<file path="src/sv/bxavg_pkg.sv">
// Shared types, constants and helpers for the box average decimator.
`timescale 1ns / 1ps

package bxavg_pkg;

    // Geometry
    localparam int MAX_WIDTH  = 4096;
    localparam int MAX_HEIGHT = 4096;
    localparam int CELL_SIZE  = 9;
    localparam int HALF       = CELL_SIZE / 2;
    localparam int TAIL       = CELL_SIZE - 1 - HALF;
    localparam int NUM_CELLS  = MAX_WIDTH / CELL_SIZE;

    // Configuration port
    localparam int CFG_DATA_W  = 13;
    localparam int CFG_INDEX_W = 3;
    localparam int THR_W       = 8;

    // Clamped sizes must hold the maxima and the raw register width
    localparam int SIZE_W0 = ($clog2(MAX_WIDTH + 1) > CFG_DATA_W) ?
                             $clog2(MAX_WIDTH + 1) : CFG_DATA_W;
    localparam int SIZE_W  = ($clog2(MAX_HEIGHT + 1) > SIZE_W0) ?
                             $clog2(MAX_HEIGHT + 1) : SIZE_W0;

    // Position counters
    localparam int COL_W      = $clog2(MAX_WIDTH);
    localparam int ROW_W      = $clog2(MAX_HEIGHT);
    localparam int PHASE_W    = $clog2(CELL_SIZE);
    localparam int COL_CELL_W = $clog2((MAX_WIDTH - 1 + HALF) / CELL_SIZE + 1);
    localparam int ROW_CELL_W = $clog2((MAX_HEIGHT - 1 + HALF) / CELL_SIZE + 1);
    localparam int CELL_IDX_W = (NUM_CELLS > 1) ? $clog2(NUM_CELLS) : 1;

    // Pixel and brightness
    localparam int PIX_W        = 8;
    localparam int LUMA_SUM_W   = PIX_W + 2;
    localparam int RECIP3       = 683;
    localparam int RECIP3_SHIFT = 11;
    localparam int LUMA_PROD_W  = LUMA_SUM_W + 10;

    // Window sums and the scaled compare against thresholds
    localparam int SUM_W = $clog2(CELL_SIZE * CELL_SIZE * 255 + 1);
    localparam int CMP_W = $clog2(2 * CELL_SIZE * CELL_SIZE * 256 + 1);

    // Queue between front and back
    localparam int QUEUE_DEPTH = 4;
    localparam int Q_PTR_W     = $clog2(QUEUE_DEPTH);
    localparam int Q_CNT_W     = $clog2(QUEUE_DEPTH + 1);

    localparam int LEVEL_W    = 3;
    localparam int NUM_THR    = 4;
    localparam int NUM_CODES  = 4;

    // Register indexes
    typedef enum logic [CFG_INDEX_W-1:0] {
        REG_IMAGE_WIDTH  = 3'd0,
        REG_IMAGE_HEIGHT = 3'd1,
        REG_LEVEL4       = 3'd2,
        REG_LEVEL3       = 3'd3,
        REG_LEVEL2       = 3'd4,
        REG_LEVEL1       = 3'd5
    } cfg_reg_t;

    // Output levels
    typedef enum logic [LEVEL_W-1:0] {
        LEVEL_BLANK = 3'd0,
        LEVEL_DOT   = 3'd1,
        LEVEL_AMP   = 3'd2,
        LEVEL_HASH  = 3'd3,
        LEVEL_AT    = 3'd4
    } level_t;

    // Register values after reset
    localparam logic [CFG_DATA_W-1:0] RESET_WIDTH  = 13'd640;
    localparam logic [CFG_DATA_W-1:0] RESET_HEIGHT = 13'd480;
    localparam logic [THR_W-1:0]      RESET_LEVEL4 = 8'd200;
    localparam logic [THR_W-1:0]      RESET_LEVEL3 = 8'd150;
    localparam logic [THR_W-1:0]      RESET_LEVEL2 = 8'd100;
    localparam logic [THR_W-1:0]      RESET_LEVEL1 = 8'd50;

    typedef struct packed {
        logic [SIZE_W-1:0] width;
        logic [SIZE_W-1:0] height;
    } geometry_t;

    typedef struct packed {
        logic [THR_W-1:0] level4;
        logic [THR_W-1:0] level3;
        logic [THR_W-1:0] level2;
        logic [THR_W-1:0] level1;
    } thresholds_t;

    // One classified pixel handed from front to back
    typedef struct packed {
        logic [CELL_IDX_W-1:0] cell_index;
        logic [PIX_W-1:0]      luma;
        logic                  first;
        logic                  last;
        logic                  row_edge;
        logic                  col_edge;
        logic                  row_end;
        logic                  frame_end;
    } work_t;

    typedef struct packed {
        logic full;
        logic empty;
    } queue_status_t;

    // Twice the pixel count of a window; edge cells are clipped to TAIL+1
    function automatic logic [CMP_W-1:0] two_count(input logic row_edge,
                                                    input logic col_edge);
        int rows;
        int cols;
        rows = row_edge ? (TAIL + 1) : CELL_SIZE;
        cols = col_edge ? (TAIL + 1) : CELL_SIZE;
        return CMP_W'(2 * rows * cols);
    endfunction

endpackage

</file>
<file path="src/sv/bxavg_queue.sv">
// Short register queue that decouples the front end from the back end.
`timescale 1ns / 1ps

module bxavg_queue (
    input  logic                      clk,
    input  logic                      rst_n,
    input  logic                      push,
    input  bxavg_pkg::work_t          push_word,
    input  logic                      pop,
    output bxavg_pkg::work_t          head_word,
    output bxavg_pkg::queue_status_t  queue_status
);
    import bxavg_pkg::*;

    work_t              slot_reg [QUEUE_DEPTH];
    logic [Q_PTR_W-1:0] wr_ptr_reg, wr_ptr_next;
    logic [Q_PTR_W-1:0] rd_ptr_reg, rd_ptr_next;
    logic [Q_CNT_W-1:0] count_reg, count_next;

    assign queue_status.full  = (count_reg == Q_CNT_W'(QUEUE_DEPTH));
    assign queue_status.empty = (count_reg == '0);
    assign head_word          = slot_reg[rd_ptr_reg];

    // Move the pointers and the fill count
    always_comb
    begin
        wr_ptr_next = wr_ptr_reg;
        rd_ptr_next = rd_ptr_reg;
        count_next  = count_reg;
        if (push)
        begin
            wr_ptr_next = (wr_ptr_reg == Q_PTR_W'(QUEUE_DEPTH - 1)) ? '0 :
                          wr_ptr_reg + Q_PTR_W'(1);
        end
        if (pop)
        begin
            rd_ptr_next = (rd_ptr_reg == Q_PTR_W'(QUEUE_DEPTH - 1)) ? '0 :
                          rd_ptr_reg + Q_PTR_W'(1);
        end
        if (push && !pop)
        begin
            count_next = count_reg + Q_CNT_W'(1);
        end
        else if (pop && !push)
        begin
            count_next = count_reg - Q_CNT_W'(1);
        end
    end

    always_ff @(posedge clk or negedge rst_n)
    begin
        if (!rst_n)
        begin
            wr_ptr_reg <= '0;
            rd_ptr_reg <= '0;
            count_reg  <= '0;
        end
        else
        begin
            wr_ptr_reg <= wr_ptr_next;
            rd_ptr_reg <= rd_ptr_next;
            count_reg  <= count_next;
        end
    end

    // Store the incoming word
    always_ff @(posedge clk)
    begin
        if (push)
        begin
            slot_reg[wr_ptr_reg] <= push_word;
        end
    end

`ifndef ASSERT_OFF
    a_no_overflow: assert property (@(posedge clk) disable iff (!rst_n)
        push |-> (!queue_status.full || pop))
        else $error("queue written while full");
    a_no_underflow: assert property (@(posedge clk) disable iff (!rst_n)
        pop |-> !queue_status.empty)
        else $error("queue read while empty");
    a_count_bound: assert property (@(posedge clk) disable iff (!rst_n)
        count_reg <= Q_CNT_W'(QUEUE_DEPTH))
        else $error("queue fill count beyond depth");
`endif

endmodule

</file>
<file path="config.mk">
export PLATFORM = sky130hd
export DESIGN_NAME = bxavg_queue
export DESIGN_NICKNAME = d
export VERILOG_FILES = /design/src/sv/bxavg_pkg.sv /design/src/sv/bxavg_queue.sv
export SDC_FILE = /design/constraint.sdc
export NUM_CORES = 1
export LEC_CHECK = 0
export BUFFER_PORTS_ARGS = -buffer_cell sky130_fd_sc_hd__buf_2
export CAP_MARGIN = 20
export CORE_MARGIN = 4
export CORE_UTILIZATION = 43
export CTS_BUF_LIST = sky130_fd_sc_hd__clkbuf_16
export CTS_CLUSTER_DIAMETER = 120
export DETAILED_ROUTE_END_ITERATION = 12
export SKIP_LAST_GASP = 1
export SLEW_MARGIN = 20
export SYNTH_ARGS = -nofsm -noshare
export SYNTH_HDL_FRONTEND = slang
export SYNTH_SLANG_ARGS = --single-unit
</file>
<file path="constraint.sdc">
create_clock -name clk -period 1.5 [get_ports clk]
set_input_delay 0.225 -clock clk [delete_from_list [all_inputs] [get_ports clk]]
set_output_delay 0.225 -clock clk [all_outputs]
set_load 0.05 [all_outputs]
</file>
**Word level (Yosys, flattened, before mapping)**

Memories as Yosys holds them, arrays and structs flattened.
Index checks and enable logic that the tools add are counted.

- Output and inout bits: 25
- Memory bits (writable): 92
- Bits in latches: 0
- Bits in read-only memories: 0
- Bits in registers: 7
- Bits of input ports: 27
- Word-level logic and storage cells: 23
- Memories: 1

- Mux-type cells: 6
- Add/sub/neg operators: 4
- Shifts and indexed selects: 0
- Eq/ne operators: 3
- Magnitude comparators: 0
- Div/mod/pow operators: 0
- Bitwise gates (word level): 0
- Reduce and logical (&&, ||, !) cells: 6
- Multipliers: 0

Memory list:

| memory | depth | bits a word | read ports | clocked after memory_dff | wr ports | RTL line | text |
|---|---|---|---|---|---|---|---|
| slot_reg | 4 | 23 | 1 | 0 | 1 | bxavg_queue.sv:15 | `work_t slot_reg [QUEUE_DEPTH];` |

Operator list:

| kind | count |
|---|---|
| 3-bit 2-to-1 mux | 2 |
| 2-bit by 1-bit adder with 2-bit output (second input constant) | 2 |
| 2-bit equality test (second input constant) | 2 |
| 2-bit 2-to-1 mux | 2 |
| 3-bit by 1-bit adder with 3-bit output (second input constant) | 1 |
| 3-bit equality test (second input constant) | 1 |
| 3-bit logical NOT | 1 |
| 3-bit by 1-bit subtractor with 3-bit output (second input constant) | 1 |
| 1-bit logical AND | 2 |
| 1-bit logical NOT | 2 |
| 1-bit 2-to-1 mux | 2 |
| 2-bit nonzero test | 1 |

**Depth between registers and ports, before layout**

- Depth in word-level cells: 4
- Gate-level depth with buffers: 7
- Depth with buffers taken out: 7

**Least setup slack after synthesis**

OpenSTA, ideal clock, no wires.

- Path kind: register -> output
- Start: register count_reg[0]
- End: output port queue_status[1] (netlist name)
- Path buffers: 0
- Stages on the path, launching flop included: 2
- Path slack: -324 ps
- Arrival: 1599 ps
- Required time: 1275 ps
- Cells stage by stage: dfrtp_1 -> nor3b_1

RTL lines:

| item | RTL line | text |
|---|---|---|
| start: declaration | bxavg_queue.sv:18 | `logic [Q_CNT_W-1:0] count_reg, count_next;` |
| start signal: assignment | bxavg_queue.sv:62 | `count_reg <= count_next;` |
| end: declaration | bxavg_queue.sv:11 | `output bxavg_pkg::queue_status_t queue_status` |

==> out/metrics.csv <==
stage;metric;value;unit
critical_path;worstSetupPathType;reg -> out;
pwr;internal_power;6.462;mW
clocking;htree_levels;3;
synth;ys_seq_area_share;77.77;%
floorplan;die_width;101.7;um
synth;synthTopCellsByArea;edfxtp_1, mux4_2, dfrtp_1;
drt;vias;1749;
layout;fin_nets;266;
synth;syn-instance-count;158;
synth;yosysTopAreaCell;edfxtp_1;
place;place.gp.congestion;0.7158;
critical_path;max_stage_delay;510;ps
place;dp_hpwl;4521;um
sta;fin_crit_sh;126.5;%
layout;seq_area;2940;um^2
grt;grt_max_degree;24;
floorplan;start_util;45.07;%
layout;fillerInstances;635;
clocking;root_buffer;clkbuf_16;
drt;via_per_inst;5.114;
clocking;clock-sinks;99;
critical_path;crit_slowest_cell;mux4_2;
clocking;numCtsBuffers;9;
synth;yosysTopAreaCellShare;73.14;%
layout;multiInputGateArea;759.5;um^2
layout;syn2layout_area_growth;24.25;%
clocking;cts_tree;done;
pwr;swShare;36.85;%
sta;max_freq;526.9;MHz
critical_path;path_cells;buf_4, buf_12, mux4_2, buf_6;
place;dp_worst_setup_slack;-103.0;ps
critical_path;endpoint_kind;primary output;
synth;ys_ff_latch;99;
synth;async_flop_share;7.071;%
floorplan;io_pins;52;
synth;ys_types;19;
floorplan;dieArea;10350;um^2
floorplan;core_area;8382;um^2
grt;grt-ovfl-total;0;
sta;finalHoldViolations;0;
clocking;clk_pin_slew;70;ps
pwr;combPwrFrac;42.4;%
critical_path;start_kind;register;
drt;initialDrtViolationCount;83;
pwr;leakage;1.679;nW
pwr;switchingPower;3.771;mW
pwr;pwr-share-seq;36.9;%
pwr;clockPowerShare;20.7;%
sta;tns;-8186;ps
floorplan;die-height;101.7;um
drt;drtAntennaViolNets;0;
sta;rsz0062_at_grt;true;
layout;final_core_util;55.99;%
sta;maxSlewHeadroom;76.21;%
sta;finalClockSkew;4.646;ps
synth;synth_nets;192;
synth;synth_flop_cell;edfxtp_1;
run_status;run_status;complete, but fails checks;
synth;avgSynthCellArea;23.91;um^2
sta;slew_violations;0;
synth;synth.cells.most_frequent;edfxtp_1, mux4_2, dfrtp_1;
floorplan;row_count;33;
sta;final-setup-viol-count;23;
run_status;violations;negative setup slack;
grt;grt.total_usage;13.88;%
clocking;clockBufferDepth;2;
flow_run;cap_violations;0;
layout;num_antenna_cells;0;
synth;yosys.cell_count.top_type;edfxtp_1;
critical_path;critPathRequiredTime;1270;ps
drt;drt_first_pass_iters;4;
layout;largest_reg_flops;92;
critical_path;cp.arrival;1670;ps
synth;syn_area;3777;um^2
sta;tightest_slew;356.9;ps
drt;detail_route.wirelength;6552;um
grt;first_global_vias;1997;
place;place.port_buffers;51;
pwr;power.density;2180;nW/um^2
drt;drt-wirelength-per-cell;19.16;um
sta;layout_min_cycle_time;1898;ps
synth;synth_edf_count;92;
synth;yosysWarnings;0;
layout;final_area;4693;um^2
grt;antenna_found_initial;0;
pwr;ir_drop;0.001460;V
sta;setup_ws;-397.9;ps
place;placed_cell_area;4322;um^2
clocking;clock_latency;330;ps
min_path;holdCritPathClass;in -> reg;
layout;drive_gt1_share;48.95;%
critical_path;critPathMaxFanout;5;
drt;drc_errors;0;
grt;grt_pass1_wl;10400;um
==> timing repair <==
item                                    in CTS  in global routing
setup buffers                                0                  1
hold buffers                                 1                  0
resized for setup                           36                  2
endpoints found under the setup margin      48                 24
hold endpoints to repair                     7                  0
==> cell usage in the layout (no fill, tap or decap) <==
cell and instances:
o21ai_0 2, edfxtp_1 92, mux4_2 22, clkinv_2 1, nand2_1 2, buf_6 7
fa_1 1, inv_1 4, inv_8 1, nor2_1 3, nor3b_2 1, xnor2_1 1
buf_4 28, clkbuf_16 9, and2_4 1, dlygate4sd3_1 1, nor3_2 1, buf_2 26
dfrtp_2 2, mux2_2 3, clkinvlp_4 2, mux4_1 1, ha_1 6, buf_12 7
dfrtp_1 5, inv_6 1, clkinv_1 1, xor2_1 2, and2_2 3, clkinv_4 1
==> cell type report <==
cell class                      count  area share (%)
Timing Repair Buffer               69           12.13
Sequential cell                    99           62.65
Clock inverter                      7           1.120
Inverter                            4          0.3199
Clock buffer                        9           4.799
Multi-Input combinational cell     49           16.18
Tap cell                          105           2.799
==> logic make-up (layout without fill, tap and decap cells) <==
kind of cell	after synthesis	after routing	share of synthesized area, %
AO/OA/AOI/OAI	2	2	0.2650
AND/OR/NAND/NOR	11	11	1.490
multiplexers	26	26	15.10
XOR/XNOR	3	3	0.6957
flip-flops	99	99	77.77
adder cells (fa/ha/maj)	7	7	2.517
buffers and inverters	10	89	2.153
==> metal layers <==
metal | vias to the layer above | wire length [um] | part of all wire (%) | global-route usage [%]
met1 | 897 | 2645 | 40 | 17.15
met4 | 0 | 64 | 0.98 | 4.192
met2 | 48 | 3435 | 52 | 23.09
met5 | - | 0 | 0 | 0
met3 | 8 | 407 | 6.2 | 4.959
li1 | 796 | - | - | -
==> critical path, delay by kind of cell, from the launching register on <==
family	cells	cell delay, ps
mux	1	510
buf+inv	3	420
flops	1	410
==> per-stage QoR <==
stage,std cells,hold slack (ps),power [mW]
6_report,342,104.6,10.23
5_1_grt,342,93.27,10.71
4_1_cts,341,94.98,10.33
3_5_place_dp,324,76.11,7.827
3_3_place_gp,324,68.63,7.693
2_1_floorplan,158,-70.59,6.796
==> worst paths after layout <==
path | slack (ps) | startpoint | to | cells after the start
max in group asynchronous | 1060 | rst_n | rd_ptr_reg[0] | 2
max reg2reg | 60 | count_reg[0] | count_reg[2] | 4
max | -400 | rd_ptr_reg[0] | head_word[10] | 4
min in group asynchronous | 260 | rst_n | wr_ptr_reg[0] | 2
min reg2reg | 540 | count_reg[2] | count_reg[2] | 1
min | 100 | push_word[0] | slot_reg[2][0] | 1
==> power groups by stage <==
stage	registers, mW	logic, mW	clock network (mW)
finish	3.78	4.34	2.12
global placement	3.80	3.89	0
CTS	3.80	4.38	2.16
detailed placement	3.85	3.98	0
floorplan	3.75	3.05	0
global route	3.82	4.59	2.30
Power figures use the tool's default switching activity.
