## src/sv/bxavg_pkg.sv

```systemverilog
// Shared types, constants and helpers for the box average decimator.
`timescale 1ns / 1ps

package bxavg_pkg;

    // Geometry
    localparam int MAX_WIDTH  = 4096;
    localparam int MAX_HEIGHT = 4096;
    localparam int CELL_SIZE  = 9;
    localparam int HALF       = CELL_SIZE / 2;
    localparam int TAIL       = CELL_SIZE - 1 - HALF;
    localparam int NUM_CELLS  = MAX_WIDTH / CELL_SIZE;

    // Configuration port
    localparam int CFG_DATA_W  = 13;
    localparam int CFG_INDEX_W = 3;
    localparam int THR_W       = 8;

    // Clamped sizes must hold the maxima and the raw register width
    localparam int SIZE_W0 = ($clog2(MAX_WIDTH + 1) > CFG_DATA_W) ?
                             $clog2(MAX_WIDTH + 1) : CFG_DATA_W;
    localparam int SIZE_W  = ($clog2(MAX_HEIGHT + 1) > SIZE_W0) ?
                             $clog2(MAX_HEIGHT + 1) : SIZE_W0;

    // Position counters
    localparam int COL_W      = $clog2(MAX_WIDTH);
    localparam int ROW_W      = $clog2(MAX_HEIGHT);
    localparam int PHASE_W    = $clog2(CELL_SIZE);
    localparam int COL_CELL_W = $clog2((MAX_WIDTH - 1 + HALF) / CELL_SIZE + 1);
    localparam int ROW_CELL_W = $clog2((MAX_HEIGHT - 1 + HALF) / CELL_SIZE + 1);
    localparam int CELL_IDX_W = (NUM_CELLS > 1) ? $clog2(NUM_CELLS) : 1;

    // Pixel and brightness
    localparam int PIX_W        = 8;
    localparam int LUMA_SUM_W   = PIX_W + 2;
    localparam int RECIP3       = 683;
    localparam int RECIP3_SHIFT = 11;
    localparam int LUMA_PROD_W  = LUMA_SUM_W + 10;

    // Window sums and the scaled compare against thresholds
    localparam int SUM_W = $clog2(CELL_SIZE * CELL_SIZE * 255 + 1);
    localparam int CMP_W = $clog2(2 * CELL_SIZE * CELL_SIZE * 256 + 1);

    // Queue between front and back
    localparam int QUEUE_DEPTH = 4;
    localparam int Q_PTR_W     = $clog2(QUEUE_DEPTH);
    localparam int Q_CNT_W     = $clog2(QUEUE_DEPTH + 1);

    localparam int LEVEL_W    = 3;
    localparam int NUM_THR    = 4;
    localparam int NUM_CODES  = 4;

    // Register indexes
    typedef enum logic [CFG_INDEX_W-1:0] {
        REG_IMAGE_WIDTH  = 3'd0,
        REG_IMAGE_HEIGHT = 3'd1,
        REG_LEVEL4       = 3'd2,
        REG_LEVEL3       = 3'd3,
        REG_LEVEL2       = 3'd4,
        REG_LEVEL1       = 3'd5
    } cfg_reg_t;

    // Output levels
    typedef enum logic [LEVEL_W-1:0] {
        LEVEL_BLANK = 3'd0,
        LEVEL_DOT   = 3'd1,
        LEVEL_AMP   = 3'd2,
        LEVEL_HASH  = 3'd3,
        LEVEL_AT    = 3'd4
    } level_t;

    // Register values after reset
    localparam logic [CFG_DATA_W-1:0] RESET_WIDTH  = 13'd640;
    localparam logic [CFG_DATA_W-1:0] RESET_HEIGHT = 13'd480;
    localparam logic [THR_W-1:0]      RESET_LEVEL4 = 8'd200;
    localparam logic [THR_W-1:0]      RESET_LEVEL3 = 8'd150;
    localparam logic [THR_W-1:0]      RESET_LEVEL2 = 8'd100;
    localparam logic [THR_W-1:0]      RESET_LEVEL1 = 8'd50;

    typedef struct packed {
        logic [SIZE_W-1:0] width;
        logic [SIZE_W-1:0] height;
    } geometry_t;

    typedef struct packed {
        logic [THR_W-1:0] level4;
        logic [THR_W-1:0] level3;
        logic [THR_W-1:0] level2;
        logic [THR_W-1:0] level1;
    } thresholds_t;

    // One classified pixel handed from front to back
    typedef struct packed {
        logic [CELL_IDX_W-1:0] cell_index;
        logic [PIX_W-1:0]      luma;
        logic                  first;
        logic                  last;
        logic                  row_edge;
        logic                  col_edge;
        logic                  row_end;
        logic                  frame_end;
    } work_t;

    typedef struct packed {
        logic full;
        logic empty;
    } queue_status_t;

    // Twice the pixel count of a window; edge cells are clipped to TAIL+1
    function automatic logic [CMP_W-1:0] two_count(input logic row_edge,
                                                    input logic col_edge);
        int rows;
        int cols;
        rows = row_edge ? (TAIL + 1) : CELL_SIZE;
        cols = col_edge ? (TAIL + 1) : CELL_SIZE;
        return CMP_W'(2 * rows * cols);
    endfunction

endpackage

```

## src/sv/bxavg_front.sv

```systemverilog
// Front end: pixel counters, brightness and window classification.
`timescale 1ns / 1ps

module bxavg_front (
    input  logic                      clk,
    input  logic                      rst_n,
    input  logic                      in_valid,
    input  logic [7:0]                blue_value,
    input  logic [7:0]                green_value,
    input  logic [7:0]                red_value,
    input  logic                      frame_start,
    input  bxavg_pkg::geometry_t      geometry,
    input  bxavg_pkg::queue_status_t  queue_status,
    output logic                      push,
    output bxavg_pkg::work_t          push_word
);
    import bxavg_pkg::*;

    localparam int CELLX_W = (COL_CELL_W > ROW_CELL_W) ? COL_CELL_W : ROW_CELL_W;
    localparam int XW0     = CELLX_W + $clog2(CELL_SIZE + 1) + 2;
    localparam int XW      = (XW0 > SIZE_W + 1) ? XW0 : SIZE_W + 1;

    localparam logic [PHASE_W-1:0] PHASE_START = PHASE_W'(HALF);
    localparam logic [PHASE_W-1:0] PHASE_LAST  = PHASE_W'(CELL_SIZE - 1);

    logic [COL_W-1:0]      col_reg, col_next;
    logic [PHASE_W-1:0]    col_phase_reg, col_phase_next;
    logic [COL_CELL_W-1:0] col_cell_reg, col_cell_next;
    logic [ROW_W-1:0]      row_reg, row_next;
    logic [PHASE_W-1:0]    row_phase_reg, row_phase_next;
    logic [ROW_CELL_W-1:0] row_cell_reg, row_cell_next;

    logic [COL_W-1:0]      col;
    logic [PHASE_W-1:0]    col_phase;
    logic [COL_CELL_W-1:0] col_cell;
    logic [ROW_W-1:0]      row;
    logic [PHASE_W-1:0]    row_phase;
    logic [ROW_CELL_W-1:0] row_cell;

    logic [XW-1:0] width_x, height_x;
    logic [XW-1:0] col_x, row_x;
    logic [XW-1:0] col_span1, col_span2, row_span1, row_span2;

    logic                   accept;
    logic                   in_image, cells_ok, contributes;
    logic                   first_col, first_row;
    logic [LUMA_SUM_W-1:0]  luma_sum;
    logic [LUMA_PROD_W-1:0] luma_prod;

    assign accept = in_valid && !queue_status.full;

    // Frame start restarts the counters before this word is placed
    always_comb
    begin
        if (frame_start)
        begin
            col       = '0;
            col_phase = PHASE_START;
            col_cell  = '0;
            row       = '0;
            row_phase = PHASE_START;
            row_cell  = '0;
        end
        else
        begin
            col       = col_reg;
            col_phase = col_phase_reg;
            col_cell  = col_cell_reg;
            row       = row_reg;
            row_phase = row_phase_reg;
            row_cell  = row_cell_reg;
        end
    end

    // Widen everything to one compare width
    assign width_x   = XW'(geometry.width);
    assign height_x  = XW'(geometry.height);
    assign col_x     = XW'(col);
    assign row_x     = XW'(row);
    assign col_span1 = XW'((XW'(col_cell) + XW'(1)) * XW'(CELL_SIZE));
    assign col_span2 = XW'((XW'(col_cell) + XW'(2)) * XW'(CELL_SIZE));
    assign row_span1 = XW'((XW'(row_cell) + XW'(1)) * XW'(CELL_SIZE));
    assign row_span2 = XW'((XW'(row_cell) + XW'(2)) * XW'(CELL_SIZE));

    // Classify the pixel against its cell window
    always_comb
    begin
        in_image    = (col_x < width_x) && (row_x < height_x);
        cells_ok    = (col_span1 <= width_x) && (row_span1 <= height_x) &&
                      (XW'(col_cell) < XW'(NUM_CELLS));
        contributes = in_image && cells_ok;
        first_col   = (col_cell == '0) ? (col == '0) : (col_phase == '0);
        first_row   = (row_cell == '0) ? (row == '0) : (row_phase == '0);
    end

    // Brightness: divide the component sum by three through a reciprocal
    assign luma_sum  = LUMA_SUM_W'(blue_value) + LUMA_SUM_W'(green_value) +
                       LUMA_SUM_W'(red_value);
    assign luma_prod = LUMA_PROD_W'(luma_sum) * LUMA_PROD_W'(RECIP3);

    always_comb
    begin
        push_word.cell_index = col_cell[CELL_IDX_W-1:0];
        push_word.luma      = luma_prod[RECIP3_SHIFT +: PIX_W];
        push_word.first     = first_col && first_row;
        push_word.last      = (col_phase == PHASE_LAST) && (row_phase == PHASE_LAST);
        push_word.row_edge  = (row_cell == '0);
        push_word.col_edge  = (col_cell == '0);
        push_word.row_end   = (width_x < col_span2);
        push_word.frame_end = (width_x < col_span2) && (height_x < row_span2);
    end

    assign push = accept && contributes;

    // Advance the raster position
    always_comb
    begin
        col_next       = col + COL_W'(1);
        col_phase_next = col_phase;
        col_cell_next  = col_cell;
        row_next       = row;
        row_phase_next = row_phase;
        row_cell_next  = row_cell;
        if (col_phase == PHASE_LAST)
        begin
            col_phase_next = '0;
            col_cell_next  = col_cell + COL_CELL_W'(1);
        end
        else
        begin
            col_phase_next = col_phase + PHASE_W'(1);
        end
        if (col_x + XW'(1) >= width_x)
        begin
            col_next       = '0;
            col_phase_next = PHASE_START;
            col_cell_next  = '0;
            if (row_x + XW'(1) >= height_x)
            begin
                row_next       = '0;
                row_phase_next = PHASE_START;
                row_cell_next  = '0;
            end
            else
            begin
                row_next = row + ROW_W'(1);
                if (row_phase == PHASE_LAST)
                begin
                    row_phase_next = '0;
                    row_cell_next  = row_cell + ROW_CELL_W'(1);
                end
                else
                begin
                    row_phase_next = row_phase + PHASE_W'(1);
                end
            end
        end
    end

    always_ff @(posedge clk or negedge rst_n)
    begin
        if (!rst_n)
        begin
            col_reg       <= '0;
            col_phase_reg <= PHASE_START;
            col_cell_reg  <= '0;
            row_reg       <= '0;
            row_phase_reg <= PHASE_START;
            row_cell_reg  <= '0;
        end
        else if (accept)
        begin
            col_reg       <= col_next;
            col_phase_reg <= col_phase_next;
            col_cell_reg  <= col_cell_next;
            row_reg       <= row_next;
            row_phase_reg <= row_phase_next;
            row_cell_reg  <= row_cell_next;
        end
    end

endmodule

```

## config.mk

```make
export PLATFORM = sky130hd
export DESIGN_NAME = bxavg_front
export DESIGN_NICKNAME = d
export VERILOG_FILES = /design/src/sv/bxavg_pkg.sv /design/src/sv/bxavg_front.sv
export SDC_FILE = /design/constraint.sdc
export NUM_CORES = 1
export LEC_CHECK = 0
export BUFFER_PORTS_ARGS = -buffer_cell sky130_fd_sc_hd__buf_4
export CAP_MARGIN = 20
export CORE_ASPECT_RATIO = 1.75
export CORE_MARGIN = 2
export CORE_UTILIZATION = 49
export CTS_CLUSTER_DIAMETER = 150
export DETAILED_ROUTE_END_ITERATION = 8
export HOLD_SLACK_MARGIN = 0.06
export MAX_ROUTING_LAYER = met4
export PLACE_DENSITY = 0.72
export SLEW_MARGIN = 20
export SYNTH_ARGS = -nofsm -noshare
export SYNTH_HDL_FRONTEND = slang
export SYNTH_SLANG_ARGS = --single-unit
```

## constraint.sdc

```tcl
create_clock -name clk -period 8.3 [get_ports clk]
set_input_delay 0.83 -clock clk [delete_from_list [all_inputs] [get_ports clk]]
set_output_delay 0.83 -clock clk [all_outputs]
set_load 0.02 [all_outputs]
```

## Yosys cells after proc, flatten, opt, wreduce, memory -nomap -nowiden

Index checks and enable logic that the tools add are counted.

- Register bits after elaboration: 50
- Bits in latches: 0
- Memory bits (writable): 0
- Bits in read-only memories: 0
- Output and inout port bits: 24
- Memories: 0

- Add/sub/neg operators: 14
- $mul: 5
- Divide/modulo/power cells: 0
- Magnitude comparators: 9
- Eq/ne operators: 2
- Shift-type cells: 0
- Muxes and demuxes: 21
- Bitwise gates (word level): 0
- Reduce and logical (&&, ||, !) cells: 16

Operator list:

| operator | count |
|---|---|
| $mux W9 | 7 |
| $mux W12 | 5 |
| $mul A10 B4 Y14 const B | 4 |
| $le A14 B13 Y1 | 2 |
| $lt A13 B14 Y1 | 2 |
| $mux W4 | 7 |
| $add A12 B1 Y13 const B | 2 |
| $ge A13 B13 Y1 | 2 |
| $lt A12 B13 Y1 | 2 |
| $add A12 B1 Y12 const B | 2 |
| $logic_not A12 Y1 | 2 |
| $add A9 B1 Y10 const B | 2 |
| $add A9 B2 Y10 const B | 2 |
| $mul A10 B10 Y19 const B | 1 |
| $add A9 B1 Y9 const B | 2 |
| $logic_not A9 Y1 | 2 |
| $add A9 B8 Y10 | 1 |
| $add A8 B8 Y9 | 1 |
| $logic_and A1 B1 Y1 | 9 |
| $lt A9 B9 Y1 const B | 1 |
| $add A4 B1 Y4 const B | 2 |
| $eq A4 B4 Y1 const B | 2 |
| $logic_not A4 Y1 | 2 |
| $mux W1 | 2 |
| $logic_not A1 Y1 | 1 |

## Longest topological paths before layout

- Depth in word-level cells: 8
- Depth in mapped cells: 28

## Worst setup path after synthesis

Ideal clock, no wire load.

- Kind: input to output
- Start point: input port blue_value[2]
- End point: output port push_word[10] (netlist name)
- Data arrival time: 6.867 ns
- Data required time: 7.470 ns
- Setup slack: 0.603 ns
- Stages on the path: 23
- Path buffers: 0
- Path through: fa_1 -> ha_1 -> a21o_1 -> a21oi_1 -> o21bai_1 -> a21oi_1 -> o21ai_0 -> xor2_1 -> inv_1 -> ha_1 -> ha_1 -> fa_1 -> fa_1 -> inv_1 -> fa_1 -> inv_1 -> ha_1 -> a21o_1 -> a221oi_1 -> a21boi_0 -> nand2_1 -> mux2i_1 -> a221oi_1

RTL lines:

| what | RTL line | source |
|---|---|---|
| start: declaration | bxavg_front.sv:8 | `input logic [7:0] blue_value,` |
| end: declaration | bxavg_front.sv:15 | `output bxavg_pkg::work_t push_word` |

==> results_dict.tcl <==
set metrics [dict create \
    status "completed" \
    track_usage 0.250 \
    powerDensity_mw_per_mm2 429 \
    synthArstFlopShare 1.00 \
    hold_violations 0 \
    max_freq_ghz 0.128 \
    worstPathArrival_ps 6960 \
    final_cell_mix "ha_1, inv_1, buf_4, nand2_1, nor2_1" \
    portBuffers 78 \
    root_buffer "clkbuf_16" \
    grt_pass1_vias 8690 \
    leakage_uw 0.00570 \
    drive_above_1_share 0.0925 \
    register_area_sq_mm 0.00125 \
    tns_ps 0 \
    worst_pin_slew_ps 785 \
    vias 8572 \
    worstReg2RegStart "row_reg[0]" \
    ys_seq_area_frac 0.131 \
    period_needed_ps 7790 \
    synth_cells 1149 \
    placed_area_sq_mm 0.0104 \
    mappedNetlistArea_sq_mm 0.00960 \
    start_util 0.500 \
    synth_ff_type "dfrtp_1" \
    required_ps 7470 \
    yosysUniqueCellTypes 71 \
    antenna_cells 0 \
    dp_hpwl_um 21000 \
    rsz0062_at_grt "false" \
    critPathLaunch "blue_value[2]" \
    worstPathMaxFanout 4 \
    ctsLongestPathBuffers 2 \
    setup.worst_path.end "push_word[12]" \
    grt_max_degree 57 \
    nNetsFinal 1533 \
    ff2ff_setup_slack_ps 4000 \
    synth_top_cell_by_area "ha_1" \
    rr_worst_depth 16 \
    endpoint_kind "primary output" \
    syn_to_final_growth_pct 10.3 \
    antenna_found_initial 0 \
    crit_path_start_kind "primary input" \
    multiInputGateArea_sq_mm 0.00771 \
    fin_skew_ps 6.18 \
    place.gp.congestion 0.952 \
    die_h_um 189 \
    critPathKind "primary input to primary output" \
    avgViaCountPerCell 5.90 \
    htree_levels 2 \
    dieArea_sq_mm 0.0208 \
    max-vdd-ir-drop_uv 1680 \
    totalPowerFinal_uw 4540 \
    synth_seq_cells 50 \
    numCtsBuffers 5 \
    route.detailed.drc 0 \
    ant_nets 0 \
    drv_cap 0 \
    final_common_cell "ha_1" \
    core_sq_mm 0.0192 \
    reg2reg_to "row_cell_reg[0]" \
    clkLatencyLatePin_ps 300 \
    wirelength_um 24800 \
    relSlewSlack 0.472 \
    io_pins 80 \
    hp-class "register to register" \
    finalInstanceArea_sq_mm 0.0106 \
    synth_edf_count 0 \
    firstDrtPassIters 5 \
    grt_overflow 0 \
    setup_viol 0 \
    cts_setup_buffers 0 \
    cts.sinks 50 \
    grt_pass1_wl_um 40400 \
    cts.reportedPaths.clkPinSlew_ps 70 \
    synth_top_area_frac 0.306 \
    fin_crit_sh 0.938 \
    slew_violations 0 \
    synth_nets 1472 \
    cts_tree "built" \
    n_fill_cell 1832 \
    wl_per_cell_um 17.1 \
    netlist_top_cells_area "ha_1, dfrtp_1, fa_1" \
    chipWidth_um 110 \
    avgSynthCellArea_sq_um 8.36 \
    drt-initial-drc-count 376 \
    rows 67 \
    ys_warn_count 0 \
]
[Yosys cell counts, types with 6 or more instances]
cell	n
o41ai_1	7
inv_1	126
xor2_1	39
nor4_1	9
o31ai_1	6
and3_1	15
xnor2_1	50
nand2_1	88
a22o_1	21
nand4_1	20
a22oi_1	7
o21bai_1	7
o21a_1	13
fa_1	32
dfrtp_1	48
clkbuf_1	16
nand2b_1	10
ha_1	235
nand3_1	37
a21o_1	25
nor2b_1	41
o21ai_0	52
nor2_1	75
nor3_1	16
buf_2	12
a21oi_1	56
[logic make-up (layout without fill, tap and decap cells)]
kind of cell             after synthesis  in the layout  synth area share
multiplexers                           3              3           0.00339
buffers and inverters                162            224            0.0672
XOR/XNOR                              91             91            0.0846
AO/OA/AOI/OAI                        237            237             0.164
AND/OR/NAND/NOR                      339            339             0.177
adder cells (fa/ha/maj)              267            267             0.373
flip-flops                            50             50             0.131
[critical path: stages]
cell       delay [ps]
buf_4             110
fa_1              500
ha_1              310
a21o_1            180
a21oi_1           220
o21bai_1           90
a21oi_1           280
o21ai_0           160
xor2_1            190
inv_1              90
ha_1              300
ha_1              330
fa_1              530
fa_1              510
inv_1              50
fa_1              500
inv_1              40
ha_1              280
and3_1            190
o2111ai_1         230
a311o_1           320
o21ai_0           260
a21oi_1           130
xnor2_1           150
buf_4             160
[metal layers]
metal / global-route usage / share of wire
met1: 0.237 / 0.36
met2: 0.487 / 0.56
met3: 0.0117 / 0.028
met4: 0.124 / 0.052
met5: - / 0
[area by class of cell]
| type | count | area share |
|---|---|---|
| Inverter | 127 | 0.0450 |
| Clock inverter | 2 | 0.00366 |
| Timing Repair Buffer | 89 | 0.0631 |
| Tap cell | 241 | 0.0285 |
| Clock buffer | 6 | 0.0131 |
| Sequential cell | 50 | 0.118 |
| Multi-Input combinational cell | 937 | 0.728 |
[repair_timing]
action                     in CTS  in global routing
hold buffers                    0                  0
resized for setup               0                  2
setup endpoints to repair       0                  3
[report_power, final]
part           switching [uW]  internal [uW]
logic                    2250           1770
clock network            97.7            152
registers                9.94            252
total                    2360           2180
[worst min path at each step]
stage               cells after the start  slack, ps  startpoint         end
CTS                                     2        460  col_reg[9]  col_reg[9]
floorplan                               2        430  col_reg[9]  col_reg[9]
global route                            2        480  col_reg[9]  col_reg[9]
finish                                  2        460  col_reg[9]  col_reg[9]
detailed placement                      2        450  col_reg[9]  col_reg[9]
global placement                        2        440  col_reg[9]  col_reg[9]
[per-stage QoR]
step	std cells	hold slack [ps]	utilization	setup slack [ps]
floorplan	1149	431	-	603
global placement	1444	444	0.542	486
detailed placement	1444	447	0.542	375
CTS	1452	463	0.551	356
global route	1452	485	0.551	81.6
finish	1452	460	0.551	512
No activity file was read; power rests on OpenSTA's default activity.
